## config.mk

```make
export PLATFORM = sky130hd
export DESIGN_NAME = fprc_lane
export DESIGN_NICKNAME = d
export VERILOG_FILES = /design/src/design/fprc_pkg.sv /design/src/design/fprc_lane.sv
export SDC_FILE = /design/constraint.sdc
export NUM_CORES = 1
export LEC_CHECK = 0
export BUFFER_PORTS_ARGS = -buffer_cell sky130_fd_sc_hd__buf_2
export CAP_MARGIN = 20
export CORE_MARGIN = 2
export CORE_UTILIZATION = 35
export CTS_BUF_LIST = sky130_fd_sc_hd__clkbuf_4
export DETAILED_ROUTE_END_ITERATION = 12
export SLEW_MARGIN = 20
export SYNTH_ARGS = -nofsm -noshare
export SYNTH_HDL_FRONTEND = slang
export SYNTH_SLANG_ARGS = --single-unit
export TNS_END_PERCENT = 10
```

## constraint.sdc

```tcl
create_clock -name clk -period 12.6 [get_ports clk]
set_input_delay 3.78 -clock clk [delete_from_list [all_inputs] [get_ports clk]]
set_output_delay 3.78 -clock clk [all_outputs]
set_load 0.03 [all_outputs]
```

## src/design/fprc_pkg.sv

```systemverilog
// Shared types and constants for the four point rectangle checker.
package fprc_pkg;

  localparam int NUM_POINTS = 4;
  localparam int NUM_PAIRS  = 6;
  localparam int NUM_REFS   = 3;

  localparam int REF_BITS      = 15;
  localparam int CNT_BITS      = 3;
  localparam int TOL_BITS      = 12;
  localparam int CFG_DATA_BITS = 15;
  localparam int CFG_ADDR_BITS = 3;

  // Axis distances above this span miss every possible upper bound.
  localparam int DIST_BITS = 16;
  localparam int SQ_BITS   = 2 * DIST_BITS;
  localparam int D2_BITS   = SQ_BITS + 1;
  localparam logic [D2_BITS-1:0] FAR_LIMIT = D2_BITS'(65535);

  localparam logic [REF_BITS-1:0] REF_A_RESET  = REF_BITS'(660);
  localparam logic [REF_BITS-1:0] REF_B_RESET  = REF_BITS'(1100);
  localparam logic [REF_BITS-1:0] REF_C_RESET  = REF_BITS'(1280);
  localparam logic [CNT_BITS-1:0] NEEDED_RESET = CNT_BITS'(2);
  localparam logic [TOL_BITS-1:0] TOL_RESET    = TOL_BITS'(30);

  // Point indices of each pair, one pair per lane.
  localparam logic [1:0] PAIR_P [NUM_PAIRS] = '{2'd0, 2'd0, 2'd0, 2'd1, 2'd1, 2'd2};
  localparam logic [1:0] PAIR_Q [NUM_PAIRS] = '{2'd1, 2'd2, 2'd3, 2'd2, 2'd3, 2'd3};

  typedef enum logic [CFG_ADDR_BITS-1:0] {
    CFG_REF_A    = 3'd0,
    CFG_REF_B    = 3'd1,
    CFG_REF_C    = 3'd2,
    CFG_NEEDED_A = 3'd3,
    CFG_NEEDED_B = 3'd4,
    CFG_NEEDED_C = 3'd5,
    CFG_TOL      = 3'd6
  } fprc_cfg_index_t;

  // Reference that a distance is credited to; CLS_A + k is reference k.
  typedef enum logic [1:0] {
    CLS_NONE = 2'd0,
    CLS_A    = 2'd1,
    CLS_B    = 2'd2,
    CLS_C    = 2'd3
  } fprc_class_t;

  typedef struct packed {
    logic [SQ_BITS-1:0] hi_sq;
    logic [SQ_BITS-1:0] lo_sq;
    logic               lo_neg;
  } fprc_bound_t;

  // Load enables of the lane pipeline stages.
  typedef struct packed {
    logic s2;
    logic s3;
    logic s4;
  } fprc_adv_t;

endpackage

```

## src/design/fprc_lane.sv

```systemverilog
// One pair lane: axis distances, squares, squared length and reference class.
module fprc_lane
  import fprc_pkg::*;
#(
  parameter int COORD_BITS = 16
) (
  input  logic                         clk,
  input  fprc_adv_t                    adv,
  input  logic signed [COORD_BITS-1:0] p_x,
  input  logic signed [COORD_BITS-1:0] p_y,
  input  logic signed [COORD_BITS-1:0] q_x,
  input  logic signed [COORD_BITS-1:0] q_y,
  input  fprc_bound_t                  bounds [NUM_REFS],
  output fprc_class_t                  cls
);

  logic signed [COORD_BITS:0]   diff_x, diff_y;
  logic        [COORD_BITS-1:0] mag_x, mag_y;
  logic                         far_next;

  logic [DIST_BITS-1:0] dx, dy;
  logic                 far2;
  logic [SQ_BITS-1:0]   sq_x, sq_y;
  logic                 far3;
  logic [D2_BITS-1:0]   d2;
  logic [NUM_REFS-1:0]  hit;
  fprc_class_t          cls_next;

  assign diff_x = (COORD_BITS+1)'(p_x) - (COORD_BITS+1)'(q_x);
  assign diff_y = (COORD_BITS+1)'(p_y) - (COORD_BITS+1)'(q_y);
  assign mag_x  = diff_x[COORD_BITS] ? COORD_BITS'(-diff_x) : diff_x[COORD_BITS-1:0];
  assign mag_y  = diff_y[COORD_BITS] ? COORD_BITS'(-diff_y) : diff_y[COORD_BITS-1:0];
  assign far_next = (D2_BITS'(mag_x) > FAR_LIMIT) || (D2_BITS'(mag_y) > FAR_LIMIT);

  always_ff @(posedge clk) begin
    if (adv.s2) begin
      dx   <= DIST_BITS'(mag_x);
      dy   <= DIST_BITS'(mag_y);
      far2 <= far_next;
    end
  end

  always_ff @(posedge clk) begin
    if (adv.s3) begin
      sq_x <= dx * dx;
      sq_y <= dy * dy;
      far3 <= far2;
    end
  end

  assign d2 = D2_BITS'(sq_x) + D2_BITS'(sq_y);

  always_comb begin
    for (int k = 0; k < NUM_REFS; k++) begin
      hit[k] = !far3 && (d2 < D2_BITS'(bounds[k].hi_sq)) &&
               (bounds[k].lo_neg || (d2 > D2_BITS'(bounds[k].lo_sq)));
    end
  end

  // First reference that fits wins.
  always_comb begin
    cls_next = CLS_NONE;
    for (int k = NUM_REFS - 1; k >= 0; k--) begin
      if (hit[k]) begin
        cls_next = fprc_class_t'(2'(k + 1));
      end
    end
  end

  always_ff @(posedge clk) begin
    if (adv.s4) begin
      cls <= cls_next;
    end
  end

endmodule

```

== Yosys cells after proc, flatten, opt, wreduce, memory -nomap -nowiden ==
Cells that the tools add are included.
Widths: inputs -> output; s select.

* Register bits: 98
* Output and inout bits: 2
* Logic and storage cells: 28

* Add/sub/neg operators: 5
* $mul: 2
* Magnitude comparators: 6
* Mux-type cells: 4
* Reductions and logical operators: 6

{| class="wikitable"
|+ Operators by type and width
! kind !! count
|-
| $gt 33x32->1 || 3
|-
| $lt 33x32->1 || 3
|-
| $mul 16x16->32 || 2
|-
| $sub 16x16->17 || 2
|-
| $add 32x32->33 || 1
|-
| $mux 16 || 2
|-
| $neg 16->16 || 2
|-
| $mux 2 || 2
|-
| $logic_and 1x1->1 || 3
|-
| $logic_or 1x1->1 || 3
|}

== Logic depth before layout (Yosys ltp) ==
Gate-level depths: netlist (run 1).

* Depth after elaboration: 6
* Mapped depth: 27
* Depth with buffers taken out: 25

== Worst setup path after synthesis (run 1) ==
Ideal clock, no wire load.

* Path kind: input -> register
* From: input port p_x[0]
* To: register dx[14] (data pin)
* Library setup time: 0.262 ns
* Arrival time: 6.385 ns
* Data required time: 12.338 ns
* Path slack: 5.953 ns
* Stages on the path: 15
* Path buffers: 1
* Path through: inv_1 ha_1 inv_1 fa_1 a211oi_2 nor2_1 o32a_1 a211oi_1 o21bai_1 a21o_1 a31o_2 a2bb2oi_2 buf_6 a21oi_1 xnor2_1

* Longest elaborated chain between the ends: 3

{| class="wikitable"
|+ RTL lines
! what !! line !! source
|-
| from (decl) || fprc_lane.sv:9 || <nowiki>input logic signed [COORD_BITS-1:0] p_x,</nowiki>
|-
| $sub 16x16->17 (*) || fprc_lane.sv:29 || <nowiki>assign diff_x = (COORD_BITS+1)'(p_x) - (COORD_BITS+1)'(q_x);</nowiki>
|-
| $neg 16->16 || fprc_lane.sv:31 || <nowiki>assign mag_x = diff_x[COORD_BITS] ? COORD_BITS'(-diff_x) : diff_x[COORD_BITS-1:0];</nowiki>
|-
| $mux 16 (*) || fprc_lane.sv:31 ||
|-
| net mag_x[14] || fprc_lane.sv:18 || <nowiki>logic [COORD_BITS-1:0] mag_x, mag_y;</nowiki>
|-
| to (signal assigned) || fprc_lane.sv:37 || <nowiki>dx <= DIST_BITS'(mag_x);</nowiki>
|-
| to (decl) || fprc_lane.sv:21 || <nowiki>logic [DIST_BITS-1:0] dx, dy;</nowiki>
|}

Mark *: on every way through the listed nets, which the timed path passes. The rest lies on a longest branch.
A chain may end at the register's enable or synchronous reset.

== Final worst setup path (run 1) ==
* From: register dx[1]
* To: register sq_x[30] (data pin)

* Longest elaborated chain between the ends: 1

{| class="wikitable"
|+ RTL lines
! what !! line !! source
|-
| $mul 16x16->32 || fprc_lane.sv:45 || <nowiki>sq_x <= dx * dx;</nowiki>
|-
| to (signal assigned) || fprc_lane.sv:45 ||
|-
| to (decl) || fprc_lane.sv:23 || <nowiki>logic [SQ_BITS-1:0] sq_x, sq_y;</nowiki>
|}

Every way passes these cells.

==> results of run 1 <==
-- worst max-delay path, cell delays in order, from the launching register on --
cell and delay, ns:
edfxtp_1 0.73, and2_1 0.33, fa_1 0.48, inv_1 0.05
fa_1 0.53, inv_1 0.05, fa_1 0.50, inv_1 0.05
fa_1 0.52, inv_1 0.05, fa_1 0.47, inv_1 0.05
fa_1 0.47, inv_1 0.04, ha_1 0.32, and3_1 0.21
a31oi_1 0.14, o21ai_0 0.10, a41oi_1 0.26, nor2b_1 0.13
a31o_2 0.29, o41ai_2 0.40, o2111ai_1 0.21, a21boi_0 0.25
xnor2_1 0.09
-- kinds of logic (layout without fill, tap and decap cells) --
group | Yosys count | in the layout | share of synthesized area (%)
compound gates | 451 | 451 | 11.7
xor+xnor | 140 | 140 | 4.81
fa+ha+maj | 783 | 783 | 48.1
buf+inv | 799 | 1038 | 11.8
flops | 96 | 96 | 11.3
mux | 6 | 6 | 0.250
other cells | 0 | 3 | 0
simple gates | 626 | 626 | 12.1
-- through the flow --
| step | instances | hold slack [ns] |
|---|---|---|
| final | 4093 | 0.885 |
| after global routing | 4093 | 0.915 |
| after CTS | 4090 | 0.895 |
| after detailed placement | 4075 | 0.871 |
| after global placement | 4075 | 0.851 |
| after floorplan | 2901 | 0.477 |
-- cells in the final DEF (no fill, tap or decap), types with 8 or more instances in the layout --
| cell | count |
|---|---|
| or2_2 | 10 |
| inv_1 | 750 |
| a211oi_1 | 14 |
| fa_1 | 328 |
| buf_2 | 264 |
| o21ai_0 | 77 |
| a2111oi_0 | 10 |
| o21bai_1 | 13 |
| nor2_1 | 120 |
| a21oi_1 | 124 |
| a31oi_1 | 14 |
| buf_4 | 9 |
| nor2b_1 | 30 |
| clkbuf_4 | 9 |
| xor2_1 | 38 |
| o211ai_1 | 17 |
| ha_1 | 455 |
| or3_1 | 9 |
| nor4_1 | 11 |
| nand4_1 | 34 |
| and2_1 | 95 |
| o21a_1 | 29 |
| a31o_2 | 8 |
| nor3_1 | 31 |
| edfxtp_1 | 96 |
| nand2_1 | 192 |
| nand3_1 | 38 |
| a21o_1 | 88 |
| xnor2_1 | 102 |
| nand2b_1 | 29 |
| and3_1 | 15 |
-- routing by layer --
metal,up-vias,GRT usage (%)
met5,-,0
met4,0,3.58
met3,56,1.59
met2,497,30.6
met1,9310,23.5
li1,9815,-
-- final timing paths --
check	from	endpoint	slack, ns	cells after the start
max reg2reg	dx[1]$_DFFE_PP_	sq_x[30]$_DFFE_PP_	5.63	24
max	dx[1]$_DFFE_PP_	sq_x[30]$_DFFE_PP_	5.63	24
min reg2reg	dy[0]$_DFFE_PP_	sq_y[0]$_DFFE_PP_	0.89	0
min	dy[0]$_DFFE_PP_	sq_y[0]$_DFFE_PP_	0.89	0
-- registers in the layout, summed over array words and instances, names as in the netlist --
name  cells
cls       2
dx       16
dy       16
sq_x     31
sq_y     31
-- layout make-up --
class	count	area, um2
fill	7343	43800
tap	950	1190
clock inverter	6	67.6
multi-input combinational	2006	19600
antenna	3	7.51
clock buffer	9	67.6
sequential	96	2880
inverter	750	2820
timing repair buffer	273	1390
==> run_results.csv, run 1 <==
group,metric,value,unit
outcome,status,"finished, final reports clean",
yosys,synth_edf_count,96,
route,antenna_left,0,
cts,clock_latency,0.60,ns
sta,fin_crit,6.97,ns
yosys,synth_area_leaders,"fa_1, ha_1, edfxtp_1",
yosys,synth_seq_cells,96,
run,cap_violations,0,
cts,cts_resized,0,
cts,cts_root_buffer,"clkbuf_4",
setup_path,worstPathRequired,12.97,ns
cts,cts_hold_buf,0,
place,dp_slack,5.55,ns
grt,grt_max_degree,63,
grt,grt_pass1_vias,19700,
yosys,synth_nets,3947,
floorplan,die_x,274,um
place,routabilityCongestion,0.899,
finish,design_area,28000,um2
yosys,ys.flop_type,"edfxtp_1",
cts,cts.sinks,96,
worst_hold_path,min_path_type,"reg2reg",
setup_path,crit_path_max_fanout,20,
sta,slew_violations,0,
sta,max_freq,143,MHz
floorplan,die_area,75100,um2
sta,finalSetupTns,0,ns
cts,cts_made_buffers,9,
cts,tritoncts,"done",
grt,grt_first_pass_wirelength,103000,um
floorplan,ios,265,
finish,drive_gt1_share,10.1,%
grt,overflow,0,
route,dr_wl_met2,31000,um
yosys,yosys_warnings,0,
route,dr.pass1.iters,5,
setup_path,arrival,7.34,ns
route,met3_length,2980,um
floorplan,die_y,274,um
place,dp_hpwl,55800,um
route,drt-total-wl,65500,um
place,postPlaceCellArea,27900,um2
floorplan,start_util,35.5,%
floorplan,rows,98,
sta,slew_headroom,22.4,%
route,vias,19700,
yosys,yosysTopAreaCell,"fa_1",
cts,htree_levels,3,
yosys,syn-cell-area,25500,um2
sta,fin_crit_sh,55.3,%
yosys,async_flop_share,0,%
yosys,synthTopCellsByCount,"inv_1, ha_1, fa_1",
sta,tightest_slew,1.16,ns
route,top_layer,"met4",
route,drc_errors,0,
cts,clockBufferDepth,2,
route,wl_met1,30300,um
cts,cts.clk_slew.worst_paths,0.19,ns
route,routedWlPerCell,16.0,um
yosys,yosysSeqAreaShare,11.3,%
setup_path,worstSetupEndpointType,"register",
floorplan,coreArea,71900,um2
yosys,synth_top_area_share,25.7,%
yosys,yosysMostFrequentCell,"inv_1",
sta,skew,0.0286,ns
finish,syn2layout_area_growth,9.91,%
yosys,syn_area_per_cell,8.79,um2
yosys,synth.distinct_cells,68,
grt,antenna_found_initial,4,
sta,setup_viol_count_final,0,
route,drtIter0Drc,967,
setup_path,cp-start-kind,"register",
yosys,syn_inst,2901,
sta,rsz0062_at_grt,"no",
grt,grtUsageTotal,17.5,%
route,via_per_inst,4.81,
place,numPortBuffers,264,
finish,fin_nets,4182,
finish,final_util,39.0,%
sta,fin_ws,5.63,ns
cts,post_cts_buffers,0,
sta,hold_viol,0,
setup_path,crit_type,"reg2reg",
Power of run 1 is left out: the tool's default activity adds up to more than one toggle a clock period on the data nets, which glitch-free logic cannot reach.
==> run 2: changes to the inputs <==
- clock period: 12.6 -> 6 ns (I/O delays scaled with it)
==> run 2 against run 1 <==
  * The flow now finishes with violations (negative setup slack)
  * Routed wire length increased by 1.8%
  * Setup slack got worse by 5.8 ns
  * Flip-flop and latch count unchanged
  * Maximum frequency increased by 14%
  * Cell area increased by 8.4%
==> run_results.csv, run 2 (synthesis gave the netlist of run 1 again) <==
group,metric,value,unit
outcome,status,"finished, violations left",
outcome,violations,"negative setup slack",
sta,fin_crit_sh,102,%
worst_hold_path,holdCritStartpoint,"dy[0]$_DFFE_PP_",
cts,cts.clk_slew.worst_paths,0.19,ns
place,placed_cells,4308,
run,cap_violations,0,
finish,fin_nets,4445,
floorplan,ios,265,
route,vias,20500,
setup_path,cp-start-kind,"register",
route,antenna_left,0,
floorplan,start_util,35.5,%
setup_path,critical-path-top-delay-family,"adder cells",
setup_path,slowest_delay,0.58,ns
floorplan,rows,98,
sta,fin_crit,6.13,ns
place,routabilityCongestion,0.895,
place,dp_hpwl,59000,um
finish,layout_commonest_cell,"inv_1",
finish,drive_gt1_share,18.8,%
worst_hold_path,holdPathStages,1,
finish,top_regs,"sq_x x31, sq_y x31",
grt,grt_first_pass_wirelength,108000,um
route,via_per_inst,4.71,
place,numPortBuffers,264,
grt,overflow,0,
cts,cts_made_buffers,9,
setup_path,crit_top_cell,"fa_1",
finish,register_area,2880,um2
finish,syn2layout_area_growth,19.2,%
finish,final_cell_mix,"inv_1, ha_1, fa_1",
floorplan,die_area,75100,um2
route,dr_wl_met2,31000,um
floorplan,die_x,274,um
setup_path,r2r_setup_slack,-0.13,ns
cts,cts_root_buffer,"clkbuf_4",
cts,tritoncts,"done",
setup_path,critPathBufInv,8,
floorplan,die_y,274,um
grt,grt_pass1_vias,21000,
setup_path,arrival,6.48,ns
place,postPlaceCellArea,29800,um2
floorplan,coreArea,71900,um2
route,met3_length,2710,um
grt,grt_max_degree,42,
setup_path,worstPathRequired,6.34,ns
route,drt-total-wl,66700,um
sta,fin_ws,-0.134,ns
cts,clockBufferDepth,2,
cts,cts_hold_buf,0,
setup_path,cp_slowest_cell,"edfxtp_1",
cts,htree_levels,3,
setup_path,crit_type,"reg2reg",
worst_hold_path,min_to,"sq_y[0]$_DFFE_PP_",
sta,setup_viol_count_final,7,
grt,antenna_found_initial,1,
finish,multiInputGateArea,19900,um2
sta,slew_headroom,29.1,%
sta,hold_viol,0,
setup_path,reg2reg_depth,26,
cts,cts.sinks,96,
route,drtIter0Drc,990,
sta,tightest_slew,1.06,ns
sta,rsz0062_at_grt,"yes",
route,wl_met1,31300,um
route,routedWlPerCell,15.3,um
worst_hold_path,min_path_type,"reg2reg",
route,drc_errors,0,
route,dr.pass1.iters,5,
finish,fillers,7254,
sta,skew,0.0441,ns
setup_path,r2r_start,"dx[2]$_DFFE_PP_",
sta,slew_violations,0,
setup_path,crit_path_max_fanout,6,
cts,clock_latency,0.56,ns
sta,finalSetupTns,-0.403,ns
sta,max_freq,163,MHz
grt,grtUsageTotal,17.9,%
setup_path,worstSetupEndpointType,"register",
route,top_layer,"met4",
finish,layout.cells.non_filler,4356,
finish,design_area,30400,um2
setup_path,worstReg2RegEnd,"sq_x[26]$_DFFE_PP_",
## run 2: cell types whose count changed in the layout (fill, tap and decap cells not counted), sizes merged
cell   change
buf      +263
diode      -1
inv        +1
## run 2: area by class of cell
cell class / instances / share of cell area, %
clock buffer: 9 / 0.222
antenna: 2 / 0.0165
timing repair buffer: 536 / 11.2
inverter: 750 / 9.26
clock inverter: 7 / 0.292
multi-input combinational: 2006 / 65.6
sequential: 96 / 9.48
tap: 950 / 3.91
## run 2: worst max path at each step
stage | start | end | slack (ns) | cells after the start
floorplan | dx[9]$_DFFE_PP_ | sq_x[28]$_DFFE_PP_ | -0.04 | 26
global placement | dy[5]$_DFFE_PP_ | sq_y[31]$_DFFE_PP_ | -0.30 | 24
detailed placement | dy[5]$_DFFE_PP_ | sq_y[31]$_DFFE_PP_ | -0.28 | 24
CTS | dx[2]$_DFFE_PP_ | sq_x[26]$_DFFE_PP_ | -0.04 | 28
global route | dx[2]$_DFFE_PP_ | sq_x[26]$_DFFE_PP_ | -0.38 | 24
finish | dx[2]$_DFFE_PP_ | sq_x[26]$_DFFE_PP_ | -0.13 | 26
## run 2: per-layer routing
metal / up-vias / global-route usage [%]
met3: 61 / 1.21
met4: 0 / 4.81
met2: 465 / 30.9
li1: 10300 / -
met1: 9673 / 24.3
met5: - / 0
## run 2: worst reg2reg max path: stages (launching register included)
cell,delay [ns]
edfxtp_1,0.58
nand2_4,0.12
inv_2,0.04
fa_1,0.53
inv_1,0.05
fa_1,0.52
inv_2,0.04
fa_1,0.47
inv_1,0.05
fa_1,0.48
inv_2,0.04
fa_1,0.49
inv_2,0.04
fa_1,0.51
inv_2,0.05
ha_4,0.23
and3_4,0.15
a31oi_1,0.12
o21ai_1,0.10
a41oi_2,0.22
nor2b_2,0.10
a31o_4,0.24
o41ai_4,0.34
buf_4,0.18
o21bai_1,0.05
a21oi_1,0.15
xnor2_1,0.08
## run 2: per-stage QoR
| stage | setup WS [ns] | hold WS (ns) | utilization (%) |
|---|---|---|---|
| final | -0.134 | 0.804 | 42.3 |
| after global routing | -0.384 | 0.848 | 42.3 |
| after CTS | -0.0434 | 0.827 | 42.1 |
| after detailed placement | -0.278 | 0.801 | 41.4 |
| after global placement | -0.302 | 0.797 | 41.4 |
| after floorplan | -0.0377 | 0.477 | - |
## run 2: what timing repair did
item,CTS,global route
cloned,0,0
pin swaps,29,12
resized for setup,35,21
setup buffers,24,7
endpoints found under the setup margin,18,28
Power of run 2 is left out for the same reason.
